`src/hw/rtl/b32h_pkg.sv`:
```
// Shared types, constants and the character mapping of the base32hex stream encoder.
// Used by every module of the block; depends on nothing.
package b32h_pkg;

   localparam int unsigned QUEUE_DEPTH = 2;

   localparam logic [6:0] ASCII_ZERO       = 7'h30;  // '0'
   localparam logic [6:0] ASCII_ALPHA_BASE = 7'h57;  // 'a' - 10
   localparam logic [6:0] PAD_CHAR         = 7'h3d;  // '='
   localparam logic [4:0] DIGIT_LIMIT      = 5'd10;

   // Position of the next byte within its five-byte group.
   typedef enum logic [4:0] {
      PH_B0 = 5'b00001,
      PH_B1 = 5'b00010,
      PH_B2 = 5'b00100,
      PH_B3 = 5'b01000,
      PH_B4 = 5'b10000
   } phase_type;

   // One accepted byte as the back end sees it: up to three 5-bit values
   // (data characters, then the flush character) followed by padding.
   typedef struct packed {
      logic [2:0][4:0] quints;
      logic [1:0]      num_quints;
      logic [2:0]      num_pads;
      logic            last;
   } job_type;

   function automatic logic [6:0] to_ascii(input logic [4:0] v);
      logic [6:0] ch;
      if (v < DIGIT_LIMIT) begin
         ch = ASCII_ZERO + {2'b00, v};
      end else begin
         ch = ASCII_ALPHA_BASE + {2'b00, v};
      end
      return ch;
   endfunction

endpackage

```
`src/hw/rtl/b32h_if.sv`:
```
// Valid/ready channel interfaces for the byte input and the character output.
// Stand alone; no package needed.
interface b32h_req_if;
   logic       valid;
   logic       ready;
   logic [7:0] in_byte;
   logic       in_last;

   modport source (output valid, output in_byte, output in_last, input ready);
   modport sink   (input valid, input in_byte, input in_last, output ready);
endinterface

interface b32h_rsp_if;
   logic       valid;
   logic       ready;
   logic [6:0] out_char;
   logic       out_last;

   modport source (output valid, output out_char, output out_last, input ready);
   modport sink   (input valid, input out_char, input out_last, output ready);
endinterface

```
`src/hw/rtl/b32h_front.sv`:
```
// Front end: accepts bytes, tracks the group phase and leftover bits, and
// turns each byte into a character job. Depends on b32h_pkg and b32h_req_if.
module b32h_front import b32h_pkg::*; (
   input  logic              clock,
   input  logic              reset,
   b32h_req_if.sink          req_if,
   output logic              push_valid,
   input  logic              push_ready,
   output job_type           push_job
);

   phase_type  phase_ff, phase_in;
   logic [3:0] left_ff, left_in;
   logic       accept;

   logic [4:0] first_q, second_q, flush_q;
   logic [3:0] next_left;
   logic       two_data;
   logic [2:0] pads;
   logic       group_end;
   phase_type  next_phase;

   assign req_if.ready = push_ready;
   assign push_valid   = req_if.valid;
   assign accept       = req_if.valid && push_ready;

   always_comb begin
      first_q    = '0;
      second_q   = '0;
      flush_q    = '0;
      next_left  = '0;
      two_data   = 1'b0;
      pads       = '0;
      group_end  = 1'b0;
      next_phase = PH_B0;
      unique case (phase_ff)
         PH_B1: begin
            first_q    = {left_ff[2:0], req_if.in_byte[7:6]};
            second_q   = req_if.in_byte[5:1];
            next_left  = {3'b000, req_if.in_byte[0]};
            flush_q    = {req_if.in_byte[0], 4'b0000};
            two_data   = 1'b1;
            pads       = 3'd4;
            next_phase = PH_B2;
         end
         PH_B2: begin
            first_q    = {left_ff[0], req_if.in_byte[7:4]};
            next_left  = req_if.in_byte[3:0];
            flush_q    = {req_if.in_byte[3:0], 1'b0};
            pads       = 3'd3;
            next_phase = PH_B3;
         end
         PH_B3: begin
            first_q    = {left_ff[3:0], req_if.in_byte[7]};
            second_q   = req_if.in_byte[6:2];
            next_left  = {2'b00, req_if.in_byte[1:0]};
            flush_q    = {req_if.in_byte[1:0], 3'b000};
            two_data   = 1'b1;
            pads       = 3'd1;
            next_phase = PH_B4;
         end
         PH_B4: begin
            first_q    = {left_ff[1:0], req_if.in_byte[7:5]};
            second_q   = req_if.in_byte[4:0];
            two_data   = 1'b1;
            group_end  = 1'b1;
            next_phase = PH_B0;
         end
         default: begin
            // Start of a group; an unknown phase is treated the same way.
            first_q    = req_if.in_byte[7:3];
            next_left  = {1'b0, req_if.in_byte[2:0]};
            flush_q    = {req_if.in_byte[2:0], 2'b00};
            pads       = 3'd6;
            next_phase = PH_B1;
         end
      endcase
   end

   always_comb begin
      push_job.quints[0] = first_q;
      push_job.quints[1] = two_data ? second_q : flush_q;
      push_job.quints[2] = flush_q;
      push_job.last      = req_if.in_last;
      if (req_if.in_last && !group_end) begin
         push_job.num_quints = two_data ? 2'd3 : 2'd2;
         push_job.num_pads   = pads;
      end else begin
         push_job.num_quints = two_data ? 2'd2 : 2'd1;
         push_job.num_pads   = '0;
      end
   end

   always_comb begin
      phase_in = phase_ff;
      left_in  = left_ff;
      if (accept) begin
         if (req_if.in_last) begin
            phase_in = PH_B0;
            left_in  = '0;
         end else begin
            phase_in = next_phase;
            left_in  = next_left;
         end
      end
   end

   always_ff @(posedge clock) begin
      if (reset) begin
         phase_ff <= PH_B0;
         left_ff  <= '0;
      end else begin
         phase_ff <= phase_in;
         left_ff  <= left_in;
      end
   end

   a_last_restarts_group: assert property (@(posedge clock) disable iff (reset)
      (accept && req_if.in_last) |=> (phase_ff == PH_B0 && left_ff == '0))
      else $error("group not restarted after last byte");

   a_group_start_clean: assert property (@(posedge clock) disable iff (reset)
      (phase_ff == PH_B0) |-> (left_ff == '0))
      else $error("leftover bits present at start of group");

endmodule

```
`src/hw/rtl/b32h_queue.sv`:
```
// Short job queue between the front and back ends, held in registers.
// Depends on b32h_pkg for the job type.
module b32h_queue import b32h_pkg::*; #(
   parameter int unsigned Depth = QUEUE_DEPTH
) (
   input  logic    clock,
   input  logic    reset,
   input  logic    push_valid,
   output logic    push_ready,
   input  job_type push_job,
   output logic    pop_valid,
   input  logic    pop_ready,
   output job_type pop_job
);

   localparam int unsigned PtrW = (Depth > 1) ? $clog2(Depth) : 1;
   localparam int unsigned CntW = $clog2(Depth + 1);
   localparam logic [PtrW-1:0] LastPtr  = PtrW'(Depth - 1);
   localparam logic [CntW-1:0] FullCnt  = CntW'(Depth);

   job_type             mem_ff [Depth];
   logic [PtrW-1:0]     wr_ptr_ff, wr_ptr_in;
   logic [PtrW-1:0]     rd_ptr_ff, rd_ptr_in;
   logic [CntW-1:0]     count_ff, count_in;
   logic                do_push, do_pop;

   assign push_ready = (count_ff != FullCnt);
   assign pop_valid  = (count_ff != '0);
   assign pop_job    = mem_ff[rd_ptr_ff];
   assign do_push    = push_valid && push_ready;
   assign do_pop     = pop_valid && pop_ready;

   always_comb begin
      wr_ptr_in = wr_ptr_ff;
      rd_ptr_in = rd_ptr_ff;
      count_in  = count_ff;
      if (do_push) begin
         wr_ptr_in = (wr_ptr_ff == LastPtr) ? '0 : wr_ptr_ff + 1'b1;
      end
      if (do_pop) begin
         rd_ptr_in = (rd_ptr_ff == LastPtr) ? '0 : rd_ptr_ff + 1'b1;
      end
      if (do_push && !do_pop) begin
         count_in = count_ff + 1'b1;
      end else if (do_pop && !do_push) begin
         count_in = count_ff - 1'b1;
      end
   end

   always_ff @(posedge clock) begin
      if (do_push) begin
         mem_ff[wr_ptr_ff] <= push_job;
      end
   end

   always_ff @(posedge clock) begin
      if (reset) begin
         wr_ptr_ff <= '0;
         rd_ptr_ff <= '0;
         count_ff  <= '0;
      end else begin
         wr_ptr_ff <= wr_ptr_in;
         rd_ptr_ff <= rd_ptr_in;
         count_ff  <= count_in;
      end
   end

   a_count_bounded: assert property (@(posedge clock) disable iff (reset)
      count_ff <= FullCnt)
      else $error("queue count exceeds its depth");

endmodule

```
`src/hw/rtl/b32h_back.sv`:
```
// Back end: walks each job one character per cycle into the output register,
// holding while a sent character waits. Depends on b32h_pkg and b32h_rsp_if.
module b32h_back import b32h_pkg::*; (
   input  logic      clock,
   input  logic      reset,
   input  logic      job_valid,
   output logic      job_pop,
   input  job_type   job,
   b32h_rsp_if.source rsp_if
);

   logic [2:0] idx_ff, idx_in;
   logic       rsp_valid_ff, rsp_valid_in;
   logic [6:0] char_ff, char_in;
   logic       last_ff, last_in;

   logic [3:0] total;
   logic       final_char;
   logic       emit;
   logic [4:0] cur_quint;

   assign rsp_if.valid    = rsp_valid_ff;
   assign rsp_if.out_char = char_ff;
   assign rsp_if.out_last = last_ff;

   assign total      = {2'b00, job.num_quints} + {1'b0, job.num_pads};
   assign final_char = (({1'b0, idx_ff} + 4'd1) == total);
   assign emit       = job_valid && (!rsp_valid_ff || rsp_if.ready);
   assign job_pop    = emit && final_char;

   always_comb begin
      case (idx_ff)
         3'd0:    cur_quint = job.quints[0];
         3'd1:    cur_quint = job.quints[1];
         default: cur_quint = job.quints[2];
      endcase
   end

   always_comb begin
      idx_in       = idx_ff;
      rsp_valid_in = rsp_valid_ff;
      char_in      = char_ff;
      last_in      = last_ff;
      if (emit) begin
         rsp_valid_in = 1'b1;
         last_in      = job.last && final_char;
         if ({1'b0, idx_ff} < {1'b0, job.num_quints}) begin
            char_in = to_ascii(cur_quint);
         end else begin
            char_in = PAD_CHAR;
         end
         idx_in = final_char ? '0 : idx_ff + 1'b1;
      end else if (rsp_if.ready) begin
         rsp_valid_in = 1'b0;
      end
   end

   always_ff @(posedge clock) begin
      char_ff <= char_in;
      last_ff <= last_in;
   end

   always_ff @(posedge clock) begin
      if (reset) begin
         idx_ff       <= '0;
         rsp_valid_ff <= 1'b0;
      end else begin
         idx_ff       <= idx_in;
         rsp_valid_ff <= rsp_valid_in;
      end
   end

   a_job_held_mid_walk: assert property (@(posedge clock) disable iff (reset)
      (idx_ff != '0) |-> job_valid)
      else $error("job left the queue before all its characters were sent");

   a_walk_restarts: assert property (@(posedge clock) disable iff (reset)
      job_pop |=> (idx_ff == '0))
      else $error("character index not cleared after a job");

   a_last_marks_job_end: assert property (@(posedge clock) disable iff (reset)
      (emit && job.last && final_char) |=> (rsp_valid_ff && last_ff))
      else $error("final character of a message not flagged");

endmodule

```
`src/hw/rtl/base32hex_stream_encoder.sv`:
```
// Base32hex stream encoder (lowercase alphabet 0-9, a-v). A byte is accepted in
// any cycle in which the job queue has room, so bytes can arrive back to back;
// each byte becomes a job of one or two characters, and a byte flagged last that
// leaves a group open also brings the flush character and '=' padding to close
// the eight-character group, for up to eight characters in all; the final one is
// flagged by out_last. The back end's single output register sends one character
// per cycle unless the output is stalled; about 1.6 characters per byte sustained.
// A byte's job is pushed into the job queue and its first character is then
// registered in the output register. QueueDepth sets how many jobs may wait
// between the byte side and the character side.
module base32hex_stream_encoder import b32h_pkg::*; #(
   parameter int unsigned QueueDepth = QUEUE_DEPTH
) (
   input  logic        clock,
   input  logic        reset,
   b32h_req_if.sink    req_if,
   b32h_rsp_if.source  rsp_if
);

   logic    push_valid, push_ready;
   job_type push_job;
   logic    pop_valid, pop_ready;
   job_type pop_job;

   b32h_front u_front (
      .clock      (clock),
      .reset      (reset),
      .req_if     (req_if),
      .push_valid (push_valid),
      .push_ready (push_ready),
      .push_job   (push_job)
   );

   b32h_queue #(
      .Depth (QueueDepth)
   ) u_queue (
      .clock      (clock),
      .reset      (reset),
      .push_valid (push_valid),
      .push_ready (push_ready),
      .push_job   (push_job),
      .pop_valid  (pop_valid),
      .pop_ready  (pop_ready),
      .pop_job    (pop_job)
   );

   b32h_back u_back (
      .clock     (clock),
      .reset     (reset),
      .job_valid (pop_valid),
      .job_pop   (pop_ready),
      .job       (pop_job),
      .rsp_if    (rsp_if)
   );

endmodule

```
`src/flat_wrapper.sv`:
```
// flat-port wrapper written by rule: the top's interface ports become plain ports
module base32hex_stream_encoder_flat import b32h_pkg::*;
#(
   parameter int unsigned QueueDepth = QUEUE_DEPTH
)
  (clock, reset, req_if_valid, req_if_in_byte, req_if_in_last, req_if_ready, rsp_if_valid, rsp_if_out_char, rsp_if_out_last, rsp_if_ready);
  b32h_req_if req_if_i ();
  b32h_rsp_if rsp_if_i ();
  input  logic clock;
  input  logic reset;
  input wire logic [$bits(req_if_i.valid)-1:0] req_if_valid;
  input wire logic [$bits(req_if_i.in_byte)-1:0] req_if_in_byte;
  input wire logic [$bits(req_if_i.in_last)-1:0] req_if_in_last;
  output wire logic [$bits(req_if_i.ready)-1:0] req_if_ready;
  output wire logic [$bits(rsp_if_i.valid)-1:0] rsp_if_valid;
  output wire logic [$bits(rsp_if_i.out_char)-1:0] rsp_if_out_char;
  output wire logic [$bits(rsp_if_i.out_last)-1:0] rsp_if_out_last;
  input wire logic [$bits(rsp_if_i.ready)-1:0] rsp_if_ready;
  assign req_if_i.valid = req_if_valid;
  assign req_if_i.in_byte = req_if_in_byte;
  assign req_if_i.in_last = req_if_in_last;
  assign req_if_ready = req_if_i.ready;
  assign rsp_if_valid = rsp_if_i.valid;
  assign rsp_if_out_char = rsp_if_i.out_char;
  assign rsp_if_out_last = rsp_if_i.out_last;
  assign rsp_if_i.ready = rsp_if_ready;
  base32hex_stream_encoder #(.QueueDepth(QueueDepth)) u_core (.clock(clock), .reset(reset), .req_if(req_if_i), .rsp_if(rsp_if_i));
endmodule
```
`config.mk`:
```
export PLATFORM = sky130hd
export DESIGN_NAME = base32hex_stream_encoder_flat
export DESIGN_NICKNAME = d
export VERILOG_FILES = /design/src/hw/rtl/b32h_pkg.sv /design/src/hw/rtl/b32h_if.sv /design/src/hw/rtl/b32h_front.sv /design/src/hw/rtl/b32h_queue.sv /design/src/hw/rtl/b32h_back.sv /design/src/hw/rtl/base32hex_stream_encoder.sv /design/src/flat_wrapper.sv
export SDC_FILE = /design/constraint.sdc
export NUM_CORES = 1
export LEC_CHECK = 0
export BUFFER_PORTS_ARGS = -buffer_cell sky130_fd_sc_hd__buf_4
export CAP_MARGIN = 20
export CORE_MARGIN = 3
export CORE_UTILIZATION = 45
export DETAILED_ROUTE_END_ITERATION = 7
export GPL_ROUTABILITY_DRIVEN = 0
export PLACE_DENSITY = 0.73
export SETUP_SLACK_MARGIN = 0.5
export SLEW_MARGIN = 5
export SYNTH_ARGS = -nofsm -noshare
export SYNTH_HDL_FRONTEND = slang
export SYNTH_SLANG_ARGS = --single-unit
```
`constraint.sdc`:
```
create_clock -name clock -period 3.6 [get_ports clock]
set_clock_uncertainty 0.15 [all_clocks]
set_input_delay 0.72 -clock clock [delete_from_list [all_inputs] [get_ports clock]]
set_output_delay 0.72 -clock clock [all_outputs]
set_load 0.03 [all_outputs]
```
==> run metrics <==
run status complete, no violations; top post-synthesis cells by area edfxtp_1 42%, dfxtp_1 11%, a22oi_1 3.7%, ha_1 3.3%, mux2i_1 2.9%; die extent in x about 93 um; clk buf depth 2; syn_nets 313; Post-DP HPWL ~4600 um; Fin Hold WS between 0.3 and 0.4 ns; commonest cells after routing, fill and taps aside 48 x edfxtp_1, 30 x buf_4, 21 x nor2_1, 18 x nand2_1; crit start category register; Worst Path Arrival 3.17 ns; DRC viols 0; Vias per Instance between 5 and 6; post-layout minimum cycle time just over 3 ns; Pleak around 1.4 nW; first-pass GRT wire length approximately 11000 um; Critical Path RT between 3 and 4 ns; number of flops mapped to enable cells by yosys between 40 and 50; # diodes 0; Starting DRT DRC Count ~180; layout cells sized above 1 roughly 22%; grt ovf 0; vias in the first global route between 2k and 2.5k; number of vias in the routed layout 2441; largest net degree at the start of global routing 21; CTS tree built; setup ws final 0.556 ns; # IOs 23; worst-margin pin slew between 0.8 and 0.9 ns; unrepaired setup endpoints after global routing true; Critical Path Fanout Max 4; PortBufs 22; Post-Place Worst Slack ~0.37 ns; sequential fraction of the synthesis area 52.5%; min-delay src u_core.u_front.left_ff[3]; CTS Root Cell clkbuf_8; ys flop type edfxtp_1; top-area cell type share of the netlist area a little over two fifths; cells after synthesis 290; critical path class reg2reg; area grow syn2layout 14.8%; final net count ~340; Cell variety after synth 70; cell taking the most area after synthesis edfxtp_1; Power per Cell Area ~800 nW/um^2; Clk Latency, worst-skew pair around 0.34 ns; relative slew slack 40.2%; Post-Synthesis Cell Area roughly 3400 um^2; starting density of the core between 40% and 50%; asr flop ratio synth 0%; initial antenna violation count 0; post-synthesis average cell area approximately 12 um^2; Seq cells post-synth 66; router iterations before antenna repair 5; GR Util All Layers 16.1%; register area about 1800 um^2; Core ar. between 7000 and 8000 um^2; clk sinks between 60 and 70; Hold Vio Cnt, Final 0; area occupied by multi-input gates 1530 um^2; max-slew violation count 0; Post-DRT Antenna Nets 0; Worst-path clk slew 0.08 ns; Num CTS Buffers 9; H-tree levels 3; maximum vdd drop roughly 0.29 mV; crit end category register; Worst Hold Class reg2reg; Setup Viol. Count Final 0; die area between 8000 and 9000 um^2; Row Count 31; setup_tns 0 ns; Period Utilization, post-route about 85%; Max-cap violations 0; Die Ht ~93 um; most common cell after layout, fill and taps aside edfxtp_1; fill cell total of the finished layout between 600 and 700; Routed WL 6710 um; WL/cell between 15 and 20 um; Ys Warns 0; fmax 329 MHz; Power, Total approximately 3.1 mW
[routing by layer]
| layer | wire, um | GRT usage (%) |
|---|---|---|
| met5 | 0 | 0 |
| met4 | 98 | 7.69 |
| met3 | 322 | 2.57 |
| met2 | 3170 | 25.2 |
| met1 | 3110 | 21.8 |
[cells by family after synthesis]
kind of cell / after synthesis / share of synthesized area, %
adders and majority gates: 10 / 3.87
buffers and inverters: 29 / 4.19
AOI/OAI and AO/OA: 78 / 18.2
DFF: 66 / 52.5
and+or+nand+nor: 80 / 12.4
other: 1 / 0.109
muxes: 18 / 6.31
xor gates and xnor gates: 8 / 2.44
[registers in the layout (all words and copies together), names as in the netlist, named ones only]
name                           count
u_core.u_back.idx_ff               3
u_core.u_back.rsp_if.out_last      1
u_core.u_queue.count_ff            2
u_core.u_queue.mem_ff             40
u_core.u_queue.rd_ptr_ff           1
u_core.u_queue.wr_ptr_ff           1
u_core.u_front.phase_ff            5
u_core.u_front.left_ff             4
u_core.u_back.rsp_if.valid         1
u_core.u_back.rsp_if.out_char      7
[report_power, final]
group | total, mW | internal, mW | switching, mW
logic | 1.39 | 0.586 | 0.807
clock network | 0.631 | 0.343 | 0.288
registers | 1.12 | 1.04 | 0.0771
[synthesized netlist by cell type (2+ instances only)]
cell type,n
a211o_1,2
a21o_1,4
a21oi_1,16
a221oi_1,2
a222oi_1,6
a22oi_1,17
a311o_1,2
and2_1,2
and3_1,2
and3b_1,2
buf_6,2
clkbuf_1,10
dfxtp_1,18
edfxtp_1,48
ha_1,9
inv_1,13
mux2_2,4
mux2i_1,10
mux2i_4,2
nand2_1,18
nand2b_1,3
nand3_1,11
nand3b_1,2
nand4b_1,4
nor2_1,21
nor3_1,3
o211ai_1,2
o21ai_0,6
or2_1,2
or3_1,2
xnor2_1,3
xor2_1,4
[worst paths after layout]
kind	end	slack, ns	cells after the start
max reg2reg	u_core.u_queue.count_ff[1]	0.56	12
min	u_core.u_front.left_ff[3]	0.32	2
min reg2reg	u_core.u_front.left_ff[3]	0.32	2
max	u_core.u_queue.count_ff[1]	0.56	12
[per-stage QoR]
step	cells	util, %	area [um^2]
3_5_place_dp	399	50.2	3680
3_3_place_gp	399	50.2	3680
5_1_grt	420	53.7	3940
6_report	420	53.7	3940
2_1_floorplan	290	-	3470
4_1_cts	419	53.4	3920
[layout make-up]
class / instances / area share [%]
timing repair buffer: 30 / 5.72
sequential: 66 / 45.9
clock buffer: 11 / 3.59
inverter: 14 / 1.33
tap: 99 / 3.15
clock inverter: 5 / 1.53
multi-input combinational: 195 / 38.8
[repair_timing]
item | CTS | global route
pin swaps | 2 | 2
gates resized for setup | 1 | 4
endpoints found under the setup margin | 1 | 2
setup buffers | 4 | 1
hold buffers | 0 | 0
[critical path: stages, from the launching register on]
cell and delay, ns:
dfxtp_4 0.36, mux2_4 0.22, ha_4 0.14, inv_2 0.03, fa_1 0.39, xnor3_1 0.24, xor2_1 0.27, nand4_2 0.16
or2_4 0.29, ha_4 0.16, xor2_1 0.14, or3_1 0.31, a21oi_1 0.12
Note: power is estimated with default switching activity, not from simulation.
